**config.mk**
```make
export PLATFORM = sky130hd
export DESIGN_NAME = tdp_ctrl
export DESIGN_NICKNAME = d
export VERILOG_FILES = /design/src/rtl/core/tdp_pkg.sv /design/src/rtl/core/tdp_ctrl.sv
export SDC_FILE = /design/constraint.sdc
export NUM_CORES = 1
export LEC_CHECK = 0
export ABC_CLOCK_PERIOD_IN_PS = 1600
export BUFFER_PORTS_ARGS = -buffer_cell sky130_fd_sc_hd__buf_2
export CAP_MARGIN = 20
export CORE_AREA = 3 3 40 42
export DETAILED_ROUTE_END_ITERATION = 8
export DIE_AREA = 0 0 43 45
export MAX_ROUTING_LAYER = met4
export PLACE_DENSITY = 0.41
export SLEW_MARGIN = 20
export SYNTH_ARGS = -nofsm -noshare
export SYNTH_HDL_FRONTEND = slang
export SYNTH_SLANG_ARGS = --single-unit
```
**constraint.sdc**
```tcl
create_clock -name clk_i -period 1.6 [get_ports clk_i]
set_input_delay 0.16 -clock clk_i [delete_from_list [all_inputs] [get_ports clk_i]]
set_output_delay 0.16 -clock clk_i [all_outputs]
set_load 0.005 [all_outputs]
```
**src/rtl/core/tdp_pkg.sv**
```systemverilog
`timescale 1ns / 1ps
package tdp_pkg;

  localparam int unsigned PAGE_W           = 52;
  localparam int unsigned DIST_W           = 53;
  localparam int unsigned DATA_W           = 56;
  localparam int unsigned NUM_SETS_DEF     = 64;
  localparam int unsigned NUM_WAYS_DEF     = 4;
  localparam int unsigned PAGE_OFF_DEF     = 12;

  typedef enum logic [2:0] {
    ST_CLEAR,
    ST_IDLE,
    ST_MOD,
    ST_WAITQ,
    ST_RD_CUR,
    ST_LOOK_CUR,
    ST_RD_PRIOR,
    ST_LOOK_PRIOR
  } state_e;

  typedef struct packed {
    logic in_ready;
    logic clr_step;
    logic mod_step;
    logic rd_cur;
    logic look_cur;
    logic rd_prior;
    logic look_prior;
  } cmd_t;

  typedef struct packed {
    logic in_valid;
    logic in_hit;
    logic prior_page_valid;
    logic prior_dist_valid;
    logic mod_done;
    logic clr_done;
    logic q_empty;
  } status_t;

endpackage

```
**src/rtl/core/tdp_ctrl.sv**
```systemverilog
`timescale 1ns / 1ps
module tdp_ctrl (
  input  logic             clk_i,
  input  logic             rst_ni,
  input  tdp_pkg::status_t status_i,
  output tdp_pkg::cmd_t    cmd_o
);
  import tdp_pkg::*;

  state_e state_q, state_d;

  always_ff @(posedge clk_i or negedge rst_ni) begin
    if (!rst_ni) begin
      state_q <= ST_CLEAR;
    end else begin
      state_q <= state_d;
    end
  end

  always_comb begin
    state_d = state_q;
    unique case (state_q)
      ST_CLEAR: begin
        if (status_i.clr_done) state_d = ST_IDLE;
      end
      ST_IDLE: begin
        if (status_i.in_valid && !status_i.in_hit && status_i.prior_page_valid) begin
          state_d = ST_MOD;
        end
      end
      ST_MOD: begin
        if (status_i.mod_done) state_d = ST_WAITQ;
      end
      ST_WAITQ: begin
        if (status_i.q_empty) state_d = ST_RD_CUR;
      end
      ST_RD_CUR:   state_d = ST_LOOK_CUR;
      ST_LOOK_CUR: state_d = status_i.prior_dist_valid ? ST_RD_PRIOR : ST_IDLE;
      ST_RD_PRIOR: state_d = ST_LOOK_PRIOR;
      ST_LOOK_PRIOR: state_d = ST_IDLE;
      default: state_d = ST_CLEAR;
    endcase
  end

  always_comb begin
    cmd_o = '0;
    unique case (state_q)
      ST_CLEAR:      cmd_o.clr_step   = 1'b1;
      ST_IDLE:       cmd_o.in_ready   = 1'b1;
      ST_MOD:        cmd_o.mod_step   = 1'b1;
      ST_WAITQ:      cmd_o = '0;
      ST_RD_CUR:     cmd_o.rd_cur     = 1'b1;
      ST_LOOK_CUR:   cmd_o.look_cur   = 1'b1;
      ST_RD_PRIOR:   cmd_o.rd_prior   = 1'b1;
      ST_LOOK_PRIOR: cmd_o.look_prior = 1'b1;
      default:       cmd_o = '0;
    endcase
  end

endmodule

```
# Yosys cells after proc, flatten, opt, wreduce, memory -nomap -nowiden
# Index checks and enable logic that the tools add are counted.
word_totals:
  ff_bits: 3
  in_bits: 9
  output_inout_bits: 7
classes:
  eq_ne: 11
  n_reduce_logical: 5
  muxes: 13
ops:
  columns: ["cell", "count"]
  rows:
  - ["one-hot mux 3 bit (8 select lines)", 1]
  - ["2-to-1 mux 3 bit", 5]
  - ["equality test 3 bit, second input constant", 4]
  - ["inequality test 2 bit, second input constant", 4]
  - ["2-to-1 mux 1 bit", 7]
  - ["equality test 3 x 2 -> 1 bit, second input constant", 2]
  - ["AND reduction 4 bit", 1]
  - ["equality test 3 x 1 -> 1 bit, second input constant", 1]
  - ["logical NOT 3 bit", 1]
  - ["logical AND 1 bit", 2]
  - ["logical NOT 1 bit", 1]

# Depth between registers and ports, before layout
# Gate-level depths: netlist (run 1).
logic_depth:
  word_depth: 5
  depth_mapped: 4
  ltp_nobuf: 3

# Worst setup path after synthesis (run 1)
# Ideal clock, no wire load.
synth_path:
  path_kind: "register -> register"
  start: "register state_q[1]"
  end: "register state_q[1]"
  arrival_ps: 1009
  setup_time_ps: 122
  path_stages_with_launch: 5
  setup_slack_ps: 469
  required_ps: 1478
  cell_sequence: "dfrtp_1 > buf_6 > nor3b_4 > o21ai_2 > a32o_1"
synth_between:
  elab_chain_cells: 3
synth_rtl:
  columns: ["item", "line", "source"]
  rows:
  - ["start: declaration", "tdp_ctrl.sv:10", "state_e state_q, state_d;"]
  - ["start signal: assignment", "tdp_ctrl.sv:16", "state_q <= state_d;"]
  - ["equality test 3 x 1 -> 1 bit (tied with other cells)", "tdp_ctrl.sv:22", "unique case (state_q)"]
  - ["inequality test 2 bit (no source line)", null, null]
  - ["AND reduction 4 bit (no source line)", null, null]
# Parallel ways exist; a longest one is shown, timed or not.
# A chain may end at the register's enable or synchronous reset.

==> impl_metrics.tcl, run 1 <==
set metrics [dict create \
    outcome "completed" \
    grt_max_degree 14 \
    cts_setup_buffers 0 \
    clkTransAtPathRegs_ns 0.04 \
    wl_per_cell_um 9.952 \
    chipWidth_um 43 \
    cp.required_ns 1.44 \
    overflow 0 \
    critPathLaunchType "flip-flop" \
    ctsRootBufferMaster "clkbuf_4" \
    reg2reg_from "state_q[1]" \
    antenna_found_initial 0 \
    wirelength_um 627 \
    firstDrtPassIters 2 \
    endpoint_kind "primary output" \
    reg2reg_depth 3 \
    clkPwrFrac 0.188 \
    p_leak_nw 0.1799 \
    multi_input_area_um2 161.4 \
    rsz0062_at_grt "no" \
    fin_tns_setup_ns 0 \
    synth-seq-cells 3 \
    hold_class "input port to flip-flop" \
    nFillCells 150 \
    clock-skew-final_ns 0.001000 \
    ir_drop_uv 705.4 \
    p_sw_mw 0.2926 \
    post_cts_resized 0 \
    htree_levels 1 \
    mostFrequentLayoutCells "buf_2, nand2b_1, clkbuf_4, dfrtp_1" \
    r2r-end "state_q[0]" \
    drt-vias-per-instance 4.429 \
    diodes 0 \
    cts_buffers 3 \
    netlist_area_um2 261.5 \
    area_delta_synth_final_pct 41.63 \
    insertion_delay_ns 0.23 \
    numPortBuffers 15 \
    num_io_pins 16 \
    top_regs "state_q (3)" \
    maxSlewHeadroom 0.7437 \
    whs_path_depth 3 \
    finalHoldViolations 0 \
    route.detailed.drc 0 \
    min_to "state_q[0]" \
    power_frac_comb 0.475 \
    drive_gt1_frac 0.4167 \
    ys_seq_area_frac 0.2871 \
    finalCritPeriodShare 0.8823 \
    clockBufferDepth 2 \
    worstPathArrival_ns 1.25 \
    p_int_mw 0.3941 \
    place.detailed.hpwl_um 483.7 \
    antenna_left 0 \
    setup_viol 0 \
    crit_fanout 10 \
    drtIter0Drc 1 \
    track_usage 0.07309 \
    core-area_um2 1285 \
    gp_congestion 0.7095 \
    nets 58 \
    final_max_slew_viol_count 0 \
    holdCritStartpoint "status_i[5]" \
    p_sw_frac 0.4261 \
    routed-via-count 279 \
    yosysUniqueCellTypes 21 \
    clock_sinks 3 \
    sequentialPowerShare 0.337 \
    initial_utilization 0.2035 \
    drv_cap 0 \
    die_area_um2 1935 \
    syn_nets 40 \
    cts_tree "yes" \
    largest_register_ffs 3 \
    fp.dieH_um 45 \
    worst_pin_slew_ns 0.3845 \
    path_class "flip-flop to primary output" \
    grt_pass1_wl_um 986 \
    power_density_nw_per_um2 1854 \
    hold_ws_ns 0.1953 \
    seq_area_um2 75.07 \
    yosysWarnings 0 \
    syn_inst 31 \
    top_register "state_q" \
    syn_area_per_cell_um2 8.436 \
    finalCriticalPeriod_ns 1.412 \
    first_global_vias 244 \
    reg2reg_slack_ns 0.30 \
    clock.fmax_mhz 708.4 \
    hold_buffers 1 \
    row_count 13 \
    final_common_cell "buf_2" \
]
Yosys cell counts:
cell	count	area [um^2]
a31oi_1	2	12.51
nor3_1	2	10.01
nand2_1	2	7.510
a21boi_0	1	7.510
a211oi_1	1	7.510
nor3b_4	1	18.77
and3_1	1	6.260
and2b_1	1	7.510
nor3b_1	1	7.510
nor2b_1	1	6.260
o21ai_2	1	8.760
o22ai_1	1	6.260
inv_1	1	3.750
dfrtp_1	3	75.07
buf_6	1	11.26
nor2_1	2	7.510
o21ai_0	2	10.01
o221ai_1	1	8.760
a32o_1	1	10.01
buf_2	2	10.01
nand2b_1	3	18.77
worst max-delay path by stage:
stage / start / to
3_3_place_gp: state_q[1] / state_q[0]
5_1_grt: state_q[2] / cmd_o[1]
6_report: state_q[2] / cmd_o[1]
4_1_cts: state_q[2] / cmd_o[1]
3_5_place_dp: state_q[1] / state_q[0]
2_1_floorplan: state_q[1] / state_q[1]
cells by family (layout without fill, tap and decap cells):
family / Yosys count / after routing / share of synthesized area
and+or+nand+nor: 14 / 14 / 0.3446
AOI/OAI and AO/OA: 10 / 10 / 0.2728
buffers and inverters: 4 / 21 / 0.09568
DFF: 3 / 3 / 0.2871
final cells by class:
class	instances	share of cell area
inverter	1	0.01014
sequential	3	0.2027
timing repair buffer	16	0.2297
clock buffer	4	0.07095
multi-input combinational	24	0.4358
tap	15	0.05068
power groups by stage:
stage / Combinational (mW) / Clock, mW / Sequential, mW
after CTS: 0.332 / 0.138 / 0.232
after detailed placement: 0.329 / 0 / 0.234
final: 0.326 / 0.129 / 0.232
after floorplan: 0.342 / 0 / 0.137
after global placement: 0.335 / 0 / 0.234
after global routing: 0.367 / 0.141 / 0.245
per-layer routing:
layer	GRT usage	up-vias	share of wire
met1	0.08010	126	0.43
met3	0.02789	0	0.075
met2	0.1078	7	0.50
met4	0.05422	0	0
met5	-	-	0
li1	-	146	-
metrics by stage:
stage	total power [mW]	util	setup WS, ns	std cells	area [um^2]
after floorplan	0.4791	-	0.4690	31	261.5
after global placement	0.5686	0.2600	0.3266	58	334.1
after detailed placement	0.5631	0.2600	0.2920	58	334.1
after CTS	0.7019	0.2882	0.1612	63	370.4
after global routing	0.7527	0.2882	0.06027	63	370.4
final	0.6867	0.2882	0.1883	63	370.4
critical path, stage by stage, from the launching register on:
cell and delay (ns):
dfrtp_1 0.52, inv_1 0.16, nor3b_1 0.21, buf_2 0.14
Power figures use the tool's default switching activity.
==> run 2: changes to the inputs <==
--- a/config.mk
+++ b/config.mk
@@ -12,7 +12,8 @@
 export DETAILED_ROUTE_END_ITERATION = 8
 export DIE_AREA = 0 0 43 45
 export MAX_ROUTING_LAYER = met4
-export PLACE_DENSITY = 0.41
+export PLACE_DENSITY = 0.53
+export RECOVER_POWER = 50
 export SLEW_MARGIN = 20
 export SYNTH_ARGS = -nofsm -noshare
 export SYNTH_HDL_FRONTEND = slang
==> run 2 against run 1 <==
Design area down 0.68%. Wire length up 6.5%. Sequential power about the same. Final cell count unchanged. Critical path type unchanged. Largest cell class unchanged.
==> impl_metrics.tcl, run 2 (same netlist as run 1, synthesis figures left out) <==
set metrics [dict create \
    antenna_found_initial 0 \
    cp.required_ns 1.44 \
    reg2reg_depth 3 \
    top_regs "state_q (3)" \
    drt-vias-per-instance 4.635 \
    insertion_delay_ns 0.24 \
    largest_register_ffs 3 \
    initial_utilization 0.2035 \
    cts_setup_buffers 0 \
    crit_fanout 10 \
    routed-via-count 292 \
    drtIter0Drc 4 \
    path_class "flip-flop to primary output" \
    top_register "state_q" \
    reg2reg_from "state_q[1]" \
    firstDrtPassIters 2 \
    finalHoldViolations 0 \
    cp.buffers_inverters 2 \
    antenna_left 0 \
    hold_ws_ns 0.1740 \
    chipWidth_um 43 \
    r2r-end "state_q[0]" \
    cts_buffers 3 \
    whs_path_depth 3 \
    finalPower_mw 0.6841 \
    fp.dieH_um 45 \
    holdCritStartpoint "status_i[5]" \
    finalCritPeriodShare 0.8915 \
    finalNonFillerCells 63 \
    drive_gt1_frac 0.3750 \
    fin_util 0.2863 \
    grt_max_degree 14 \
    postLayoutCellArea_um2 367.9 \
    dp.cells 58 \
    crit_cells 3 \
    clock_sinks 3 \
    cp_slowest_cell "dfrtp_1" \
    clockBufferDepth 2 \
    maxSlewHeadroom 0.7496 \
    nFillCells 154 \
    area_delta_synth_final_pct 40.67 \
    endpoint_kind "primary output" \
    finalCriticalPeriod_ns 1.426 \
    gp_congestion 0.8057 \
    overflow 0 \
    drv_cap 0 \
    final_max_slew_viol_count 0 \
    worstPathArrival_ns 1.27 \
    numPortBuffers 15 \
    row_count 13 \
    layout_setup_ws_ns 0.1737 \
    outcome "completed" \
    wl_per_cell_um 10.60 \
    cts_tree "yes" \
    max_stage_delay_ns 0.53 \
    setup_viol 0 \
    die_area_um2 1935 \
    multi_input_area_um2 161.4 \
    p_leak_nw 0.1734 \
    ir_drop_uv 475.5 \
    grt_pass1_wl_um 1048 \
    post-place-ws_ns 0.3037 \
    fin_tns_setup_ns 0 \
    route.detailed.drc 0 \
    min_to "state_q[0]" \
    track_usage 0.08083 \
    final_common_cell "buf_2" \
    clock.fmax_mhz 701.1 \
    clkTransAtPathRegs_ns 0.04 \
    diodes 0 \
    power_density_nw_per_um2 1860 \
    first_global_vias 284 \
    critPathLaunchType "flip-flop" \
    nets 58 \
    hold_class "input port to flip-flop" \
    cp_cell_sequence "inv_1 -> nor3b_1 -> buf_2" \
    rsz0062_at_grt "no" \
    worst_pin_slew_ns 0.3755 \
    num_io_pins 16 \
    mostFrequentLayoutCells "buf_2, nand2b_1, clkbuf_4, clkbuf_1, dfrtp_1" \
    wirelength_um 668 \
    placedInstanceArea_um2 334.1 \
    core-area_um2 1285 \
    ctsRootBufferMaster "clkbuf_4" \
    clock-skew-final_ns 0.003064 \
    htree_levels 1 \
    reg2reg_slack_ns 0.31 \
    cp_top_family "flip-flops" \
    seq_area_um2 75.07 \
]
==> run 2: changes by cell type in the layout (fill, tap and decap cells not counted), sizes merged <==
cell / delta
buf: -2
clkbuf: +2
==> run 2: routing by layer <==
metal / share of wire / track usage
met5: 0 / -
met4: 0.028 / 0.1084
met3: 0.078 / 0.01594
met2: 0.48 / 0.1108
met1: 0.41 / 0.08495
==> run 2: cell type report <==
type                    count  share of cell area
inverters                   1             0.01020
clock buffers               4             0.07143
multi-input cells          24              0.4388
flip-flops and latches      3              0.2041
well taps                  15             0.05102
repair buffers             16              0.2245
==> run 2: report_power, final <==
group,switching [mW],internal [mW],leakage [nW]
Clock,0.0439,0.0938,0.0150
Combinational,0.133,0.182,0.122
Sequential,0.117,0.115,0.0361
Total,0.293,0.391,0.173
==> run 2: repair_timing <==
action                    CTS  global route
hold buffers                1             0
gates resized for setup     0             0
hold endpoints to repair    3             0
==> run 2: tightest hold or removal path: cells and delay by family <==
kind                   cells  cell delay (ns)
buffers and inverters      1             0.09
AOI/OAI and AO/OA          2             0.12
==> run 2: worst max-delay path by stage <==
stage                     from          to  slack (ns)
floorplan           state_q[1]  state_q[1]        0.47
global placement    state_q[1]  state_q[0]        0.36
detailed placement  state_q[1]  state_q[0]        0.30
CTS                 state_q[2]    cmd_o[1]        0.16
global route        state_q[2]    cmd_o[1]        0.10
finish              state_q[2]    cmd_o[1]        0.17
==> run 3: changes to the inputs <==
--- a/config.mk
+++ b/config.mk
@@ -5,7 +5,7 @@
 export SDC_FILE = /design/constraint.sdc
 export NUM_CORES = 1
 export LEC_CHECK = 0
-export ABC_CLOCK_PERIOD_IN_PS = 1600
+export ABC_CLOCK_PERIOD_IN_PS = 1500
 export BUFFER_PORTS_ARGS = -buffer_cell sky130_fd_sc_hd__buf_2
 export CAP_MARGIN = 20
 export CORE_AREA = 3 3 40 42
==> constraint.sdc (replaced) <==
create_clock -name clk_i -period 1.5 [get_ports clk_i]
set_input_delay 0.15 -clock clk_i [delete_from_list [all_inputs] [get_ports clk_i]]
set_output_delay 0.15 -clock clk_i [all_outputs]
set_load 0.005 [all_outputs]
==> run 3 against run 2 <==
Design area down 1.7%. Wire length down 0.75%. Setup slack worse by 0.056 ns. Final cell count unchanged. Die area unchanged. Core utilization down 0.49 points. Global-route usage unchanged. Critical path depth unchanged. Worst hold slack worse by 0.0094 ns. Critical path type unchanged. Largest cell class unchanged. Largest power group unchanged. Highest routed layer unchanged.
==> impl_metrics.tcl, run 3 (same netlist as run 1, synthesis figures left out) <==
set metrics [dict create \
    top_regs "state_q (3)" \
    finalCritPeriodShare 0.9216 \
    antenna_left 0 \
    post-place-ws_ns 0.2037 \
    worstPathArrival_ns 1.23 \
    num_io_pins 16 \
    drive_gt1_frac 0.3750 \
    wl_per_cell_um 10.52 \
    drv_cap 0 \
    final_max_slew_viol_count 0 \
    die_area_um2 1935 \
    path_class "flip-flop to primary output" \
    fp.dieH_um 45 \
    grt_pass1_wl_um 1048 \
    nets 58 \
    p_leak_nw 0.1715 \
    power_density_nw_per_um2 1953 \
    initial_utilization 0.2035 \
    chipWidth_um 43 \
    min_to "state_q[0]" \
    hold_class "input port to flip-flop" \
    fin_tns_setup_ns 0 \
    finalCriticalPeriod_ns 1.382 \
    area_delta_synth_final_pct 38.28 \
    numPortBuffers 15 \
    wirelength_um 663 \
    hold_buffers 1 \
    clock-skew-final_ns 0.003121 \
    clock_sinks 3 \
    track_usage 0.08083 \
    cts_setup_buffers 0 \
    grt_max_degree 14 \
    drt-vias-per-instance 4.651 \
    outcome "completed" \
    maxSlewHeadroom 0.7751 \
    clockBufferDepth 2 \
    critPathLaunchType "flip-flop" \
    antenna_found_initial 0 \
    final_common_cell "buf_2" \
    ir_drop_uv 501.6 \
    overflow 0 \
    r2r-end "state_q[0]" \
    largest_register_ffs 3 \
    finalHoldViolations 0 \
    clkTransAtPathRegs_ns 0.04 \
    first_global_vias 284 \
    drtIter0Drc 5 \
    holdCritStartpoint "status_i[5]" \
    cts_tree "yes" \
    gp_congestion 0.8057 \
    reg2reg_from "state_q[1]" \
    route.detailed.drc 0 \
    diodes 0 \
    row_count 13 \
    routed-via-count 293 \
    worst_pin_slew_ns 0.3373 \
    insertion_delay_ns 0.24 \
    htree_levels 1 \
    whs_path_depth 3 \
    cts_buffers 3 \
    endpoint_kind "primary output" \
    top_register "state_q" \
    reg2reg_slack_ns 0.24 \
    rsz0062_at_grt "no" \
    core-area_um2 1285 \
    setup_viol 0 \
    reg2reg_depth 3 \
    layout_setup_ws_ns 0.1176 \
    firstDrtPassIters 2 \
    cp.required_ns 1.35 \
    crit_fanout 10 \
    post_cts_resized 0 \
    clock.fmax_mhz 723.4 \
    ctsRootBufferMaster "clkbuf_4" \
    mostFrequentLayoutCells "buf_2, nand2b_1, clkbuf_4, clkbuf_1, dfrtp_1" \
    finalPower_mw 0.7063 \
]
[run 3: critical path, stage by stage (launching register included)]
cell     delay (ns)
dfrtp_1        0.50
inv_1          0.15
nor3b_1        0.20
buf_2          0.14
[run 3: stage by stage]
step                hold slack [ns]  instances  area [um^2]    util
floorplan                   -0.1456         31        261.5       -
global placement           -0.04811         58        334.1  0.2600
detailed placement         -0.04490         58        334.1  0.2600
CTS                          0.1640         63        370.4  0.2882
global route                 0.1996         63        361.6  0.2814
finish                       0.1646         63        361.6  0.2814
[run 3: layer usage]
| layer | GRT usage | share of wire |
|---|---|---|
| met1 | 0.08495 | 0.40 |
| met5 | - | 0 |
| met4 | 0.1084 | 0.029 |
| met2 | 0.1108 | 0.49 |
| met3 | 0.01594 | 0.078 |
[run 3: power by group]
group / total, mW / switching [mW] / internal (mW)
clock: 0.147 / 0.0468 / 0.100
sequential: 0.236 / 0.113 / 0.123
combinational: 0.324 / 0.143 / 0.181
total: 0.706 / 0.302 / 0.404
[run 3: worst max-delay path by stage]
stage | start | endpoint | slack, ns
4_1_cts | state_q[2] | cmd_o[1] | 0.07
6_report | state_q[2] | cmd_o[1] | 0.12
5_1_grt | state_q[0] | cmd_o[6] | 0.04
3_5_place_dp | state_q[1] | state_q[0] | 0.20
3_3_place_gp | state_q[1] | state_q[0] | 0.26
2_1_floorplan | state_q[1] | state_q[1] | 0.37
[run 3: final cells by class]
class	count	area [um^2]
Clock buffer	4	26.28
Fill cell	156	923.4
Inverter	1	3.754
Multi-Input combinational cell	24	155.1
Sequential cell	3	75.07
Tap cell	15	18.77
Timing Repair Buffer	16	82.58
